==> src/design/bps_pkg.sv <==
package bps_pkg;

   localparam int MAX_PERIODS = 64;
   localparam int CNT_W       = 7;
   localparam int DIV_STEPS   = 93;
   localparam int DEN_W       = 34;
   localparam int REM_W       = DEN_W + 1;

   localparam logic [31:0] YIELD_STEP = 32'd429497;
   localparam logic [63:0] ONE_Q60    = 64'h1000_0000_0000_0000;
   localparam logic [63:0] PRICE_MAX  = 64'h7FFF_FFFF_FFFF_FFFF;
   localparam logic [63:0] NEG_LIMIT  = 64'h8000_0000_0000_0000;
   localparam logic [63:0] ALL_ONES   = 64'hFFFF_FFFF_FFFF_FFFF;
   localparam logic [63:0] GAMMA_MULT = 64'd20000;

   typedef struct packed {
      logic [31:0] yield_rate;
      logic [6:0]  maturity_halfyears;
      logic [6:0]  coupon_count;
      logic [39:0] coupon_amount;
      logic [39:0] face_value;
      logic [31:0] yield_deviation;
   } req_data_type;

   typedef struct packed {
      logic [62:0]        price;
      logic [62:0]        price_up;
      logic [62:0]        price_down;
      logic signed [63:0] price_delta;
      logic signed [63:0] price_gamma;
      logic signed [63:0] risk_value;
   } rsp_data_type;

   typedef enum logic [1:0] {SH_Q60, SH_Q36, SH_Q1, SH_Q16} mul_shift_type;

   typedef struct packed {
      logic          start;
      logic [63:0]   op_a;
      logic [63:0]   op_b;
      mul_shift_type shift;
      logic [63:0]   limit;
   } mul_cmd_type;

   typedef struct packed {
      logic        done;
      logic [63:0] result;
   } mul_rsp_type;

   typedef enum logic [4:0] {
      ST_IDLE, ST_DIV_GO, ST_DIV_WAIT, ST_F0_GO, ST_F0_WAIT, ST_LOOP_CHK,
      ST_P_GO, ST_P_WAIT, ST_C_GO, ST_C_WAIT, ST_FC_GO, ST_FC_WAIT, ST_K_NEXT,
      ST_YIELD_END, ST_G_GO, ST_G_WAIT, ST_R_GO, ST_R_WAIT, ST_OUT
   } state_type;

endpackage

==> src/design/bps_divider.sv <==
module bps_divider (
   input  logic                       clock,
   input  logic                       reset,
   input  logic                       start,
   input  logic [bps_pkg::DEN_W-1:0]  den,
   output logic                       done,
   output logic [63:0]                quot
);
   import bps_pkg::*;

   logic [REM_W-1:0] rem_ff, rem_in, rem_sh;
   logic [63:0]      quot_ff, quot_in;
   logic [DEN_W-1:0] den_ff, den_in;
   logic [6:0]       cnt_ff, cnt_in;
   logic             busy_ff, busy_in, done_ff, done_in;

   always_comb begin
      rem_in  = rem_ff;
      quot_in = quot_ff;
      den_in  = den_ff;
      cnt_in  = cnt_ff;
      busy_in = busy_ff;
      done_in = done_ff;
      rem_sh  = {rem_ff[REM_W-2:0], 1'b0};
      if (start) begin
         rem_in  = REM_W'(1);
         quot_in = '0;
         den_in  = den;
         cnt_in  = '0;
         busy_in = 1'b1;
         done_in = 1'b0;
      end else if (busy_ff) begin
         if (rem_sh >= {1'b0, den_ff}) begin
            rem_in  = rem_sh - {1'b0, den_ff};
            quot_in = {quot_ff[62:0], 1'b1};
         end else begin
            rem_in  = rem_sh;
            quot_in = {quot_ff[62:0], 1'b0};
         end
         cnt_in = cnt_ff + 7'd1;
         if (cnt_ff == 7'(DIV_STEPS - 1)) begin
            busy_in = 1'b0;
            done_in = 1'b1;
         end
      end
   end

   always_ff @(posedge clock) begin
      rem_ff  <= rem_in;
      quot_ff <= quot_in;
      den_ff  <= den_in;
      cnt_ff  <= cnt_in;
      if (reset) begin
         busy_ff <= 1'b0;
         done_ff <= 1'b0;
      end else begin
         busy_ff <= busy_in;
         done_ff <= done_in;
      end
   end

   assign done = done_ff;
   assign quot = quot_ff;

endmodule

==> config.mk <==
export PLATFORM = sky130hd
export DESIGN_NAME = bps_divider
export DESIGN_NICKNAME = d
export VERILOG_FILES = /design/src/design/bps_pkg.sv /design/src/design/bps_divider.sv
export SDC_FILE = /design/constraint.sdc
export NUM_CORES = 1
export LEC_CHECK = 0
export BUFFER_PORTS_ARGS = -buffer_cell sky130_fd_sc_hd__buf_2
export CORE_UTILIZATION = 62
export CTS_CLUSTER_SIZE = 8
export DETAILED_ROUTE_END_ITERATION = 8
export PLACE_DENSITY = 0.85
export SLEW_MARGIN = 20
export SYNTH_ARGS = -nofsm -noshare
export SYNTH_HDL_FRONTEND = slang
export SYNTH_SLANG_ARGS = --single-unit
==> constraint.sdc <==
create_clock -name clock -period 4.1 [get_ports clock]
set_input_delay 0.82 -clock clock [delete_from_list [all_inputs] [get_ports clock]]
set_output_delay 0.82 -clock clock [all_outputs]
set_load 0.005 [all_outputs]
==> impl_metrics.yaml <==
route:
  vias: 5857
  wl_per_cell_um: 16.03
  drc: 0
  finalWirelength_um: 16030
  detail-route-antenna-nets: 0
  viasPerCell: 5.857
  drt-initial-drc-count: 354
  dr.pass1.iters: 5
yosys:
  synth-edff-count: 34
  yosysWarnings: 0
  ys_types: 60
  postSynthCellCount: 765
  synth_seq_cells: 141
  netlist_area_um2: 7243
  ys.flop_type: "dfxtp_1"
  synth_nets: 839
  yosysSeqAreaShare_pct: 43.67
  syn_area_per_cell_um2: 9.468
  ys_async_sr_fraction_pct: 0
timing:
  timing.slew.headroom_pct: 38.30
  slew_viol_final: 0
  setup_tns_ns: 0
  rsz0062_at_grt: "false"
  post-route-period-util_pct: 74.42
  worst_pin_slew_ns: 0.9255
  finClkSkew_ns: 0.008584
  hold_viol: 0
  max_freq_mhz: 327.7
  setup_viol: 0
  period_needed_ns: 3.051
clock_network:
  tritoncts: "done"
  path_clk_slew_ns: 0.06
  post-cts-setup-buffer-count: 0
  root_buffer: "clkbuf_16"
  cts_resized: 0
  htreeDepth: 4
  clock_latency_ns: 0.44
  clock_sinks: 141
  ctsLongestPathBuffers: 2
  cts_buffers: 17
  postCtsHoldBufs: 0
setup_path:
  path_delay_family: "compound AO/OA/AOI/OAI gates"
  crit_path_top_delay_cell: "edfxtp_1"
  cp.required_ns: 4.48
  cp-start-kind: "flip-flop"
  cp_cell_sequence: "inv_1 > ha_1 > nor2b_1 > o21a_1 > o21ai_1 > o2111ai_1 > nand3_2 > o21ai_4 > buf_4 > o311ai_0 > nor3b_1 > o221a_2"
  critical_path_arrival_ns: 3.43
  r2r_setup_slack_ns: 1.05
  slowest_delay_ns: 0.33
  critPathBufInv: 2
  cp_max_fo: 19
  cp-end-kind: "flip-flop"
  worstSetupPathType: "reg -> reg"
global_route:
  grt_pass1_vias: 5792
  met1_usage_pct: 31.59
  grt_max_degree: 83
  grt_overflow: 0
  met3_usage_pct: 9.818
  use_met2_pct: 48.17
  busiest_layer: "met2"
  grt_pass1_wl_um: 26450
  antenna_found_initial: 0
  grt_usage_pct: 28.30
final_layout:
  antenna_cells: 0
  area_growth_syn_to_layout_pct: 14.60
  final_cell_mix: "nor2_1 (121), dfxtp_1 (106), buf_2 (100)"
  num-nets-final: 918
  drive_gt1_share_pct: 17.62
  fillers: 805
  final_common_cell: "nor2_1"
die:
  die_area_um2: 12120
  start_util_pct: 63.43
  die_h_um: 110.1
  die_w_um: 110.1
  row_count: 39
  io-pin-count: 102
  coreArea_um2: 11420
run_status:
  outcome: "complete, no violations"
pwr:
  power_mw: 3.710
  p_leak_nw: 3.663
  ir_worst_vdd_v: 0.0003425
  power_density_nw_per_um2: 447.0
run:
  cap_violations: 0
place:
  gp_congestion: 0.8901
  dp.final_hpwl_um: 10650
  port_buffers: 101
worst_hold_path:
  hold_path.class: "reg -> reg"
==> through the flow <==
| step | instance area (µm²) | worst slack (ns) | cells | hold WS (ns) | utilization, % |
|---|---|---|---|---|---|
| 4_1_cts | 8300 | 1.102 | 1000 | 0.4926 | 72.69 |
| 5_1_grt | 8300 | 0.8548 | 1000 | 0.5125 | 72.69 |
| 3_5_place_dp | 7752 | 1.142 | 968 | 0.4782 | 67.89 |
| 3_3_place_gp | 7752 | 1.282 | 968 | 0.4713 | 67.89 |
| 6_report | 8300 | 1.049 | 1000 | 0.4876 | 72.69 |
| 2_1_floorplan | 7243 | 1.629 | 765 | 0.4578 | - |
==> layer usage <==
metal  share of wire, %  wire length [µm]
met4                2.8               453
met5                  0                 0
met2                 49              7898
met1                 41              6572
met3                6.9              1101
==> worst reg2reg max path, cell delays in order (launching register included) <==
cell       delay [ns]
edfxtp_1         0.33
inv_1            0.07
ha_1             0.29
nor2b_1          0.28
o21a_1           0.24
o21ai_1          0.17
o2111ai_1        0.26
nand3_2          0.19
o21ai_4          0.17
buf_4            0.30
o311ai_0         0.24
nor3b_1          0.25
o221a_2          0.22
==> logic make-up (layout without fill, tap and decap cells) <==
| family | Yosys count | in the layout | synth area share [%] |
|---|---|---|---|
| AOI/OAI and AO/OA | 162 | 162 | 15.08 |
| adders and majority gates | 37 | 37 | 6.495 |
| buffers and inverters | 96 | 188 | 5.908 |
| muxes | 88 | 88 | 12.20 |
| and+or+nand+nor | 208 | 208 | 12.66 |
| xor gates and xnor gates | 33 | 33 | 3.990 |
| DFF | 141 | 141 | 43.67 |
==> cell usage after synthesis, drive strengths merged (3+ instances only) <==
| cell type | count | area (µm²) |
|---|---|---|
| nand4 | 11 | 68.82 |
| a21o | 11 | 82.58 |
| nor3 | 14 | 75.07 |
| a211oi | 30 | 225.2 |
| nand2 | 33 | 126.4 |
| xor2 | 16 | 140.1 |
| nor2 | 121 | 454.2 |
| xnor2 | 17 | 148.9 |
| clkbuf | 22 | 85.08 |
| a21boi | 5 | 37.54 |
| nor4 | 3 | 25.02 |
| edfxtp | 34 | 1021 |
| or3 | 4 | 25.02 |
| o22ai | 3 | 18.77 |
| a31oi | 5 | 31.28 |
| o211ai | 5 | 37.54 |
| mux2i | 86 | 860.8 |
| inv | 50 | 187.7 |
| buf | 23 | 151.4 |
| o21ai | 27 | 146.4 |
| nand3 | 10 | 55.05 |
| a21oi | 42 | 210.2 |
| o21a | 12 | 90.09 |
| o21bai | 10 | 75.07 |
| ha | 36 | 450.4 |
| dfxtp | 107 | 2142 |
==> final cells by class <==
type | count | area (µm²) | share of cell area [%]
multi-input combinational | 528 | 3652 | 44.00
timing repair buffer | 105 | 563.0 | 6.783
tap | 143 | 178.9 | 2.156
sequential | 141 | 3167 | 38.15
clock buffer | 17 | 425.4 | 5.125
inverter | 51 | 191.4 | 2.306
clock inverter | 15 | 122.6 | 1.477
==> worst paths after layout <==
check	from	endpoint	cells past startpoint
worst max-delay path	den_ff[1]	rem_ff[30]	12
worst min-delay path	rem_ff[27]	rem_ff[27]	2
worst max register to register	den_ff[1]	rem_ff[30]	12
worst min register to register	rem_ff[27]	rem_ff[27]	2
==> power by group <==
group / internal (mW) / switching (mW)
clock network: 0.793 / 0.658
logic: 0.296 / 0.418
registers: 1.49 / 0.0561
==> sequential cells by signal (all words and copies together) (netlist names) <==
register,flops
busy_ff,1
cnt_ff,7
den_ff,34
done,1
quot,64
rem_ff,34
Note: power is estimated with default switching activity, not from simulation.
